--- src/rtl/polynomial_least_squares_fit_assert.svh ---
// assertion macros used by the polynomial fit controller
// depends on nothing; included by plsf_ctrl, the only file that checks its own logic
`ifndef POLYNOMIAL_LEAST_SQUARES_FIT_ASSERT_SVH
`define POLYNOMIAL_LEAST_SQUARES_FIT_ASSERT_SVH

// condition implies consequence in the same cycle
`define PLSF_ASSERT_IMP(lbl, clk, rst_n, ante, cons) \
    lbl: assert property (@(posedge clk) disable iff (!rst_n) (ante) |-> (cons)) \
        else $error("plsf check failed");

// condition implies consequence in the next cycle
`define PLSF_ASSERT_NXT(lbl, clk, rst_n, ante, cons) \
    lbl: assert property (@(posedge clk) disable iff (!rst_n) (ante) |=> (cons)) \
        else $error("plsf check failed");

`endif

--- src/rtl/plsf_pkg.sv ---
// types, constants and small tables of the polynomial fit block
// depends on nothing; used by the controller, datapath and top level
package plsf_pkg;

    // fixed field and accumulator widths
    localparam int XW = 12;
    localparam int YW = 16;
    localparam int SPW = 57;
    localparam int SMW = 50;
    localparam int CFW = 48;

    // register index of num_terms
    localparam logic REG_NUM_TERMS = 1'b0;

    // no column replaced
    localparam logic [1:0] COL_NONE = 2'd3;

    // multiplier partial product count and last permutation
    localparam logic [3:0] MUL_PAIRS = 4'd10;
    localparam logic [2:0] PERM_LAST = 3'd5;

    // divider steps: 128 numerator bits and 16 fraction bits
    localparam logic [7:0] DIV_STEPS = 8'd144;

    // quotient clamps and output limits
    localparam logic [50:0] Q_SAT = 51'd562949953421312;
    localparam logic [50:0] Q_LIM = 51'd140737488355328;
    localparam logic [47:0] COEF_MAX = 48'h7FFF_FFFF_FFFF;
    localparam logic [47:0] COEF_MIN = 48'h8000_0000_0000;

    // datapath command
    typedef struct packed {
        logic       solve_init;
        logic       det_clr;
        logic       load_a;
        logic       mul_start;
        logic       mul_chain;
        logic [1:0] row;
        logic [2:0] perm;
        logic       det_add;
        logic       den_save;
        logic       div_start;
        logic       out_load;
        logic       sing;
        logic [1:0] ord;
        logic [1:0] col;
        logic [1:0] kk;
    } t_dp_cmd;

    // datapath status
    typedef struct packed {
        logic mul_done;
        logic div_done;
        logic det_zero;
    } t_dp_sts;

    // column used by a row in one term of the 3x3 determinant
    function automatic logic [1:0] f_perm_col(input logic [2:0] perm, input logic [1:0] row);
        logic [5:0] cols;
        case (perm)
            3'd0:    cols = {2'd0, 2'd1, 2'd2};
            3'd1:    cols = {2'd0, 2'd2, 2'd1};
            3'd2:    cols = {2'd1, 2'd0, 2'd2};
            3'd3:    cols = {2'd1, 2'd2, 2'd0};
            3'd4:    cols = {2'd2, 2'd0, 2'd1};
            3'd5:    cols = {2'd2, 2'd1, 2'd0};
            default: cols = {2'd0, 2'd1, 2'd2};
        endcase
        case (row)
            2'd0:    return cols[5:4];
            2'd1:    return cols[3:2];
            default: return cols[1:0];
        endcase
    endfunction

    // odd permutations subtract
    function automatic logic f_perm_neg(input logic [2:0] perm);
        case (perm)
            3'd1, 3'd2, 3'd5: return 1'b1;
            default:          return 1'b0;
        endcase
    endfunction

    // limb pair {i, j} of a partial product, i + j below four
    function automatic logic [3:0] f_pair(input logic [3:0] idx);
        case (idx)
            4'd0:    return {2'd0, 2'd0};
            4'd1:    return {2'd0, 2'd1};
            4'd2:    return {2'd1, 2'd0};
            4'd3:    return {2'd0, 2'd2};
            4'd4:    return {2'd1, 2'd1};
            4'd5:    return {2'd2, 2'd0};
            4'd6:    return {2'd0, 2'd3};
            4'd7:    return {2'd1, 2'd2};
            4'd8:    return {2'd2, 2'd1};
            4'd9:    return {2'd3, 2'd0};
            default: return {2'd0, 2'd0};
        endcase
    endfunction

endpackage

--- src/rtl/plsf_ctrl.sv ---
// solve sequencer: minors, cramer determinants, divisions, result handoff
// depends on plsf_pkg and polynomial_least_squares_fit_assert.svh
`include "polynomial_least_squares_fit_assert.svh"

module plsf_ctrl (
    input  logic              i_clk,
    input  logic              i_rst_n,
    input  logic              i_acc,
    input  logic              i_last,
    input  logic [1:0]        i_num_terms,
    input  logic              i_out_ready,
    input  plsf_pkg::t_dp_sts i_sts,
    output logic              o_in_ready,
    output logic              o_out_valid,
    output plsf_pkg::t_dp_cmd o_cmd
);

    typedef enum logic [11:0] {
        S_ACC  = 12'b0000_0000_0001,
        S_DRN1 = 12'b0000_0000_0010,
        S_DRN2 = 12'b0000_0000_0100,
        S_LA   = 12'b0000_0000_1000,
        S_M1   = 12'b0000_0001_0000,
        S_W1   = 12'b0000_0010_0000,
        S_M2   = 12'b0000_0100_0000,
        S_W2   = 12'b0000_1000_0000,
        S_ADD  = 12'b0001_0000_0000,
        S_DEND = 12'b0010_0000_0000,
        S_WDIV = 12'b0100_0000_0000,
        S_FIN  = 12'b1000_0000_0000
    } t_state;

    t_state     r_state, n_state;
    logic [1:0] r_ord, n_ord;
    logic [1:0] r_col, n_col;
    logic [2:0] r_perm, n_perm;
    logic       r_minor, n_minor;
    logic       r_sing, n_sing;
    logic       r_out_valid, n_out_valid;
    logic [1:0] w_k;
    logic       w_sing;

    // zero terms behaves as one
    assign w_k = (i_num_terms == 2'd0) ? 2'd1 : i_num_terms;
    assign w_sing = r_sing | i_sts.det_zero;

    // next state and commands
    always_comb begin
        n_state = r_state;
        n_ord = r_ord;
        n_col = r_col;
        n_perm = r_perm;
        n_minor = r_minor;
        n_sing = r_sing;
        n_out_valid = r_out_valid & ~i_out_ready;
        o_cmd = '0;
        o_cmd.row = 2'd1;
        o_cmd.perm = r_perm;
        o_cmd.ord = r_ord;
        o_cmd.col = r_col;
        o_cmd.kk = w_k;
        o_cmd.sing = r_sing;
        case (r_state)
            S_ACC: begin
                if (i_acc && i_last) n_state = S_DRN1;
            end
            S_DRN1: begin
                n_state = S_DRN2;
            end
            S_DRN2: begin
                o_cmd.solve_init = 1'b1;
                o_cmd.det_clr = 1'b1;
                n_ord = 2'd1;
                n_col = plsf_pkg::COL_NONE;
                n_perm = '0;
                n_minor = 1'b1;
                n_sing = 1'b0;
                n_state = S_LA;
            end
            S_LA: begin
                o_cmd.load_a = 1'b1;
                o_cmd.row = 2'd0;
                n_state = S_M1;
            end
            S_M1: begin
                o_cmd.mul_start = 1'b1;
                n_state = S_W1;
            end
            S_W1: begin
                if (i_sts.mul_done) n_state = S_M2;
            end
            S_M2: begin
                o_cmd.mul_start = 1'b1;
                o_cmd.mul_chain = 1'b1;
                o_cmd.row = 2'd2;
                n_state = S_W2;
            end
            S_W2: begin
                if (i_sts.mul_done) n_state = S_ADD;
            end
            S_ADD: begin
                o_cmd.det_add = 1'b1;
                if (r_perm == plsf_pkg::PERM_LAST) begin
                    n_state = S_DEND;
                end else begin
                    n_perm = r_perm + 3'd1;
                    n_state = S_LA;
                end
            end
            S_DEND: begin
                n_perm = '0;
                if (r_minor) begin
                    o_cmd.den_save = 1'b1;
                    n_sing = w_sing;
                    if (r_ord < w_k) begin
                        n_ord = r_ord + 2'd1;
                        o_cmd.det_clr = 1'b1;
                        n_state = S_LA;
                    end else if (w_sing) begin
                        n_state = S_FIN;
                    end else begin
                        n_minor = 1'b0;
                        n_col = 2'd0;
                        o_cmd.det_clr = 1'b1;
                        n_state = S_LA;
                    end
                end else begin
                    o_cmd.div_start = 1'b1;
                    n_state = S_WDIV;
                end
            end
            S_WDIV: begin
                if (i_sts.div_done) begin
                    if (r_col < w_k - 2'd1) begin
                        n_col = r_col + 2'd1;
                        o_cmd.det_clr = 1'b1;
                        n_state = S_LA;
                    end else begin
                        n_state = S_FIN;
                    end
                end
            end
            S_FIN: begin
                if (!r_out_valid || i_out_ready) begin
                    o_cmd.out_load = 1'b1;
                    n_out_valid = 1'b1;
                    n_state = S_ACC;
                end
            end
            default: begin
                n_state = S_ACC;
            end
        endcase
    end

    // state registers
    always_ff @(posedge i_clk) begin
        if (!i_rst_n) begin
            r_state <= S_ACC;
            r_ord <= 2'd1;
            r_col <= plsf_pkg::COL_NONE;
            r_perm <= '0;
            r_minor <= 1'b1;
            r_sing <= 1'b0;
            r_out_valid <= 1'b0;
        end else begin
            r_state <= n_state;
            r_ord <= n_ord;
            r_col <= n_col;
            r_perm <= n_perm;
            r_minor <= n_minor;
            r_sing <= n_sing;
            r_out_valid <= n_out_valid;
        end
    end

    assign o_in_ready = (r_state == S_ACC);
    assign o_out_valid = r_out_valid;

    // checks on sequencing
    `PLSF_ASSERT_IMP(a_ready_no_solve, i_clk, i_rst_n, o_in_ready, !(o_cmd.mul_start || o_cmd.div_start))
    `PLSF_ASSERT_IMP(a_mul_done_waiting, i_clk, i_rst_n, i_sts.mul_done, (r_state == S_W1) || (r_state == S_W2))
    `PLSF_ASSERT_IMP(a_div_done_waiting, i_clk, i_rst_n, i_sts.div_done, r_state == S_WDIV)
    `PLSF_ASSERT_NXT(a_load_shows_item, i_clk, i_rst_n, o_cmd.out_load, o_out_valid)

endmodule

--- config.mk ---
export PLATFORM = sky130hd
export DESIGN_NAME = plsf_ctrl
export DESIGN_NICKNAME = d
export VERILOG_FILES = /design/src/rtl/plsf_pkg.sv /design/src/rtl/plsf_ctrl.sv
export VERILOG_INCLUDE_DIRS = /design/src /design/src/rtl
export SDC_FILE = /design/constraint.sdc
export NUM_CORES = 1
export LEC_CHECK = 0
export BUFFER_PORTS_ARGS = -buffer_cell sky130_fd_sc_hd__buf_2
export CELL_PAD_IN_SITES_DETAIL_PLACEMENT = 1
export CELL_PAD_IN_SITES_GLOBAL_PLACEMENT = 2
export CORE_UTILIZATION = 27
export CTS_CLUSTER_SIZE = 25
export DETAILED_ROUTE_END_ITERATION = 12
export PLACE_DENSITY_LB_ADDON = 0.1
export SETUP_SLACK_MARGIN = 0.5
export SYNTH_ARGS = -nofsm -noshare
export SYNTH_HDL_FRONTEND = slang
export SYNTH_SLANG_ARGS = --single-unit
export TNS_END_PERCENT = 100
--- constraint.sdc ---
create_clock -name i_clk -period 2.4 [get_ports i_clk]
set_clock_uncertainty 0.2 [all_clocks]
set_input_delay 0.12 -clock i_clk [delete_from_list [all_inputs] [get_ports i_clk]]
set_output_delay 0.12 -clock i_clk [all_outputs]
set_load 0.005 [all_outputs]
Word-level counts from Yosys, hierarchy flattened
Cells that the tools add are included.

word-level totals
  output and inout port bits = 23
  logic and storage cells = 102
  flip-flop bits (word level) = 22
  bits of input ports = 10

cells by class
  bitwise logic cells = 3
  reduce and logical (&&, ||, !) cells = 14
  muxes and demuxes = 48
  magnitude comparators = 2
  add/sub/neg operators = 4
  equal/unequal tests = 24

operators by type and width
  kind                  count
  $pmux 12 s12          1
  $mux 12               9
  $mux 1                20
  $ne 2x2->1 const B    10
  $mux 2                9
  $eq 12x1->1 const B   1
  $eq 12x10->1 const B  1
  $eq 12x11->1 const B  1
  $eq 12x12->1 const B  1
  $eq 12x2->1 const B   1
  $eq 12x3->1 const B   1
  $eq 12x4->1 const B   1
  $eq 12x5->1 const B   1
  $eq 12x6->1 const B   1
  $eq 12x7->1 const B   1
  $eq 12x8->1 const B   1
  $eq 12x9->1 const B   1
  $mux 10               1
  $pmux 2 s2            2
  $pmux 2 s3            1
  $pmux 3 s2            1
  $reduce_and 6->1      1
  $reduce_and 5->1      1
  $add 2x1->2 const B   2
  other kinds (20)      25

Depth between registers and ports, before layout
  depth in word-level cells = 7
  gate-level depth with buffers = 8

Worst setup path after synthesis
Ideal clock, no wire load.

  kind = reg-to-reg
  start = register r_state[6]
  end = register r_state[0]
  arrival = 2.065 ns
  data required time = 2.084 ns
  slack = 0.019 ns
  stages on the path, launching flop included = 9
  buffers on the path = 2
  cells stage by stage = dfxtp_1 buf_6 or4_4 buf_6 or4_4 clkinv_2 a31o_4 a2111oi_1 a31o_1

between the ends
  word-level cells in the longest chain between the ends = 3
  elaborated cells between the ends (all ways) = 19

RTL lines
  element                                             line              RTL
  start: declaration                                  plsf_ctrl.sv:33   t_state r_state, n_state;
  start signal: assignment                            plsf_ctrl.sv:167  r_state <= n_state;
  $eq 12x12->1, or another cell as far along          plsf_ctrl.sv:63   case (r_state)
  $ne 2x2->1 (no line) or $ne 2x1->1 (tied branches)  -
  $reduce_and 5->1 (no line)                          -

Parallel ways exist; a longest one is shown, timed or not.
A chain may end at the register's enable or synchronous reset.

==> results by group <==
Synthesis
  • Cell Area, Synth: 0.00142 mm²
  • Synth unique cells: 50
  • Net Count, Synth: 190
  • Yosys reg bits: 22
  • Xor and xnor area share after synthesis: 3.71%
  • Post-synth EDFFs: 0
  • Top flip-flop cell by instance count after synthesis: dfxtp_1
  • Share of flip-flops with an asynchronous set or reset: 0%
  • Multiplexer share of the synthesized area: 0%
  • Adder-cell area share of the yosys netlist: 3.54%
  • Synth Instances: 176
  • Synth Warn #: 0
  • Dominant combinational cell family by area after synthesis: simple AND/OR/NAND/NOR gates
  • Synth Area in Compound Gates: 18.2%
  • Proportion of synthesized chip area in sequential cells: 31.1%
  • Post-Synth Simple-Gate Area: 37.2%
  • Syn Area/Cell: 8.04 µm²

Status
  • Failing checks: setup timing
  • Status: complete, but fails checks

CTS
  • Number of buffers on the longest clock path: 2
  • Clock slew at reported path FFs: 90 ps
  • Worst skew pair latency: 270 ps
  • Number of buffers inserted during clock tree synthesis: 3
  • H-tree level count: 1
  • Root Buffer Master: clkbuf_8
  • CTS sink cnt: 22
  • TritonCTS clock tree: built

Pwr
  • Power density of the placed cells: 388 mW/mm²
  • Net Sw Frac: 30.5%
  • Clock share of power: 29.1%
  • Internal portion of total power: 0.000668 W
  • Leakage power figure: 1.03 nW
  • Share of total power in combinational logic: 30.6%
  • Maximum resistive drop on vdd: 0.000206 V
  • Switching pwr: 0.000293 W
  • Sequential share of power: 40.3%

Setup path
  • Required time worst endpoint: 2080 ps
  • Slowest cell on the critical path: or4_4
  • Reg2reg setup slack: -20 ps
  • Setup crit start kind: flip-flop
  • Arrival time worst endpoint: 2110 ps
  • Crit path largest cell delay: 540 ps
  • Largest fanout on the critical path: 4
  • Endpoint type of the worst setup path: output port
  • Worst path cell trace: or4_4 -> buf_4 -> or4_4 -> o211ai_1 -> buf_2
  • Kind of critical path: reg -> out
  • CP most frequent cell: or4_4

Drt
  • Post-route antenna net violation count: 0
  • Initial DRT Pass Iterations: 4
  • DRC violations left: 0
  • Detailed Route WL: 5820 µm
  • Number of design-rule violations left by the first detailed-router iteration: 71
  • Vias per inst: 5.18
  • Vias: 1,694
  • Wire length per cell after detailed routing: 17.8 µm

Final layout
  • Final core utilization: 50.7%
  • NumNets Final: 275
  • Area of the multi-input gates: 0.00117 mm²
  • Ratio of cells with drive above 1 in the final layout: 57.7%
  • Number of cells in the finished layout apart from fillers: 327
  • Signed area change from the synthesized netlist to the final layout: 75.0%
  • Count of inserted antenna diode cells: 0
  • Filler cell count in the final layout: 593
  • FF/Latch Area: 468 µm²

Timing
  • Worst Slack Setup Final: -32.3 ps
  • Pin slew with the least headroom to its limit: 636 ps
  • Fin. max-slew vios: 0
  • Time the worst path needs with I/O delays and setup: 2430 ps
  • Fraction of the cycle the final worst path needs: 101%
  • Count of final setup violators: 6
  • Setup TNS: -97.8 ps
  • Maximum clock rate: 411 MHz
  • Final hold violations: 0
  • Unrepaired setup endpoints after global routing: true
  • Worst slack on hold paths: 181 ps
  • Max-slew headroom: 57.2%

Floorplan
  • Die footprint: 0.00553 mm²
  • Die Width: 74.4 µm
  • Number of rows created at floorplan: 25
  • Number of top-level design ports: 33
  • Starting Density: 29.0%
  • Die extent in y: 74.4 µm
  • Total core area: 0.00488 mm²

Placed design
  • Final GP Congestion: 0.846
  • # placed instances: 276
  • # port buffers: 32
  • Final HPWL from detailed placement: 3690 µm

Global route
  • Initial antenna violation count: 0
  • Maximum number of pins on one net before global-route repair: 13
  • Wire length of the first global-routing pass: 8500 µm
  • Total congestion overflow after global routing: 0
  • Aggregate global-route resource usage: 20.7%
  • Vias in the first global route: 1,685

Hold path
  • Hold Path Class: in -> reg

Run
  • MaxCap Viol Count: 0
-- layer usage --
layer | track usage [%] | routed length (µm) | up-vias | part of all wire (%)
met5 | 0 | 0 | - | 0
li1 | - | - | 822 | -
met2 | 35.6 | 3050 | 34 | 52
met4 | 5.03 | 50 | 0 | 0.86
met3 | 2.44 | 172 | 5 | 3.0
met1 | 27.5 | 2550 | 833 | 44
-- timing repair --
action	4_1_cts	5_1_grt
hold endpoints to repair	3	0
hold buffers	3	0
setup endpoints to repair	33	33
buffers inserted	27	17
resized for setup	44	36
pin swaps	15	19
-- final cells by class --
cell class                      count  area share (%)
Tap cell                           67            3.39
Inverter                            9            1.57
Clock buffer                        4            2.22
Sequential cell                    22            18.9
Timing Repair Buffer               88            26.7
Multi-Input combinational cell    137            47.2
-- logic make-up (layout without fill, tap and decap cells) --
family          count (synthesis)  in the layout
simple gates                   91             91
compound gates                 36             36
flops                          22             22
buf+inv                        17            101
xor+xnor                        6              6
fa+ha+maj                       4              4
-- worst paths after layout --
kind                                  start    endpoint  cells after the start
worst max register to register  r_state[10]  r_state[5]                      9
worst max-delay path             r_state[8]   o_cmd[19]                      5
worst min register to register    r_perm[1]   r_perm[1]                      2
worst min-delay path               i_sts[1]    r_col[1]                      5
-- synthesized netlist by cell type, types with 3 or more instances --
library cell  instances  area (µm²)
a21oi_1               6        30.0
buf_2                 3        15.0
dfxtp_1              22         440
ha_1                  4        50.1
inv_1                 8        30.0
nand2_1              11        41.3
nand2b_1              4        25.0
nand3_1               8        40.0
nor2_1               20        75.1
nor2b_1               3        18.8
nor3_1                6        30.0
nor4_1                5        31.3
nor4b_1               3        26.3
o21ai_0               9        45.0
or2_2                 6        37.5
or3_1                 3        18.8
or4_1                 3        22.5
or4b_2                3        30.0
xor2_1                4        35.0
-- flip-flops by register name, summed over array words and instances, names as in the netlist --
name and cells:
r_state 12, r_perm 3, r_col 2, r_ord 2
o_out_valid 1, r_minor 1, r_sing 1
-- power by group through the flow --
stage | logic [W] | registers [W] | clock network (W)
5_1_grt | 0.000315 | 0.000388 | 0.000305
6_report | 0.000294 | 0.000387 | 0.000280
3_5_place_dp | 0.000162 | 0.000394 | 0
2_1_floorplan | 0.000105 | 0.000391 | 0
4_1_cts | 0.000262 | 0.000383 | 0.000287
3_3_place_gp | 0.000159 | 0.000393 | 0
-- worst max-delay path, delay by kind of cell (launching register included) --
kind | cells | cell delay, ps
flip-flops | 1 | 350
AND/OR/NAND/NOR | 2 | 1010
AO/OA/AOI/OAI | 1 | 160
buffers and inverters | 2 | 320
-- stage by stage --
stage | worst slack, ps | area [µm²] | total power, W
after floorplan | 184 | 1470 | 0.000496
after global placement | 105 | 1720 | 0.000552
final | -32.3 | 2480 | 0.000961
after CTS | -66.6 | 2200 | 0.000932
after detailed placement | 78.2 | 1720 | 0.000556
after global routing | -92.5 | 2480 | 0.00101
-- layout by cell type, fill, tap and decap left out, drive strengths merged, types with 4 or more instances in the layout --
cell / instances
a21oi: 6
o21ai: 9
ha: 4
clkbuf: 4
or4: 5
nand2b: 4
dfxtp: 22
buf: 85
nand2: 11
inv: 8
nor3: 7
nor4: 5
nand3: 8
xor2: 4
nor2: 20
or2: 6
Power figures use the tool's default switching activity.
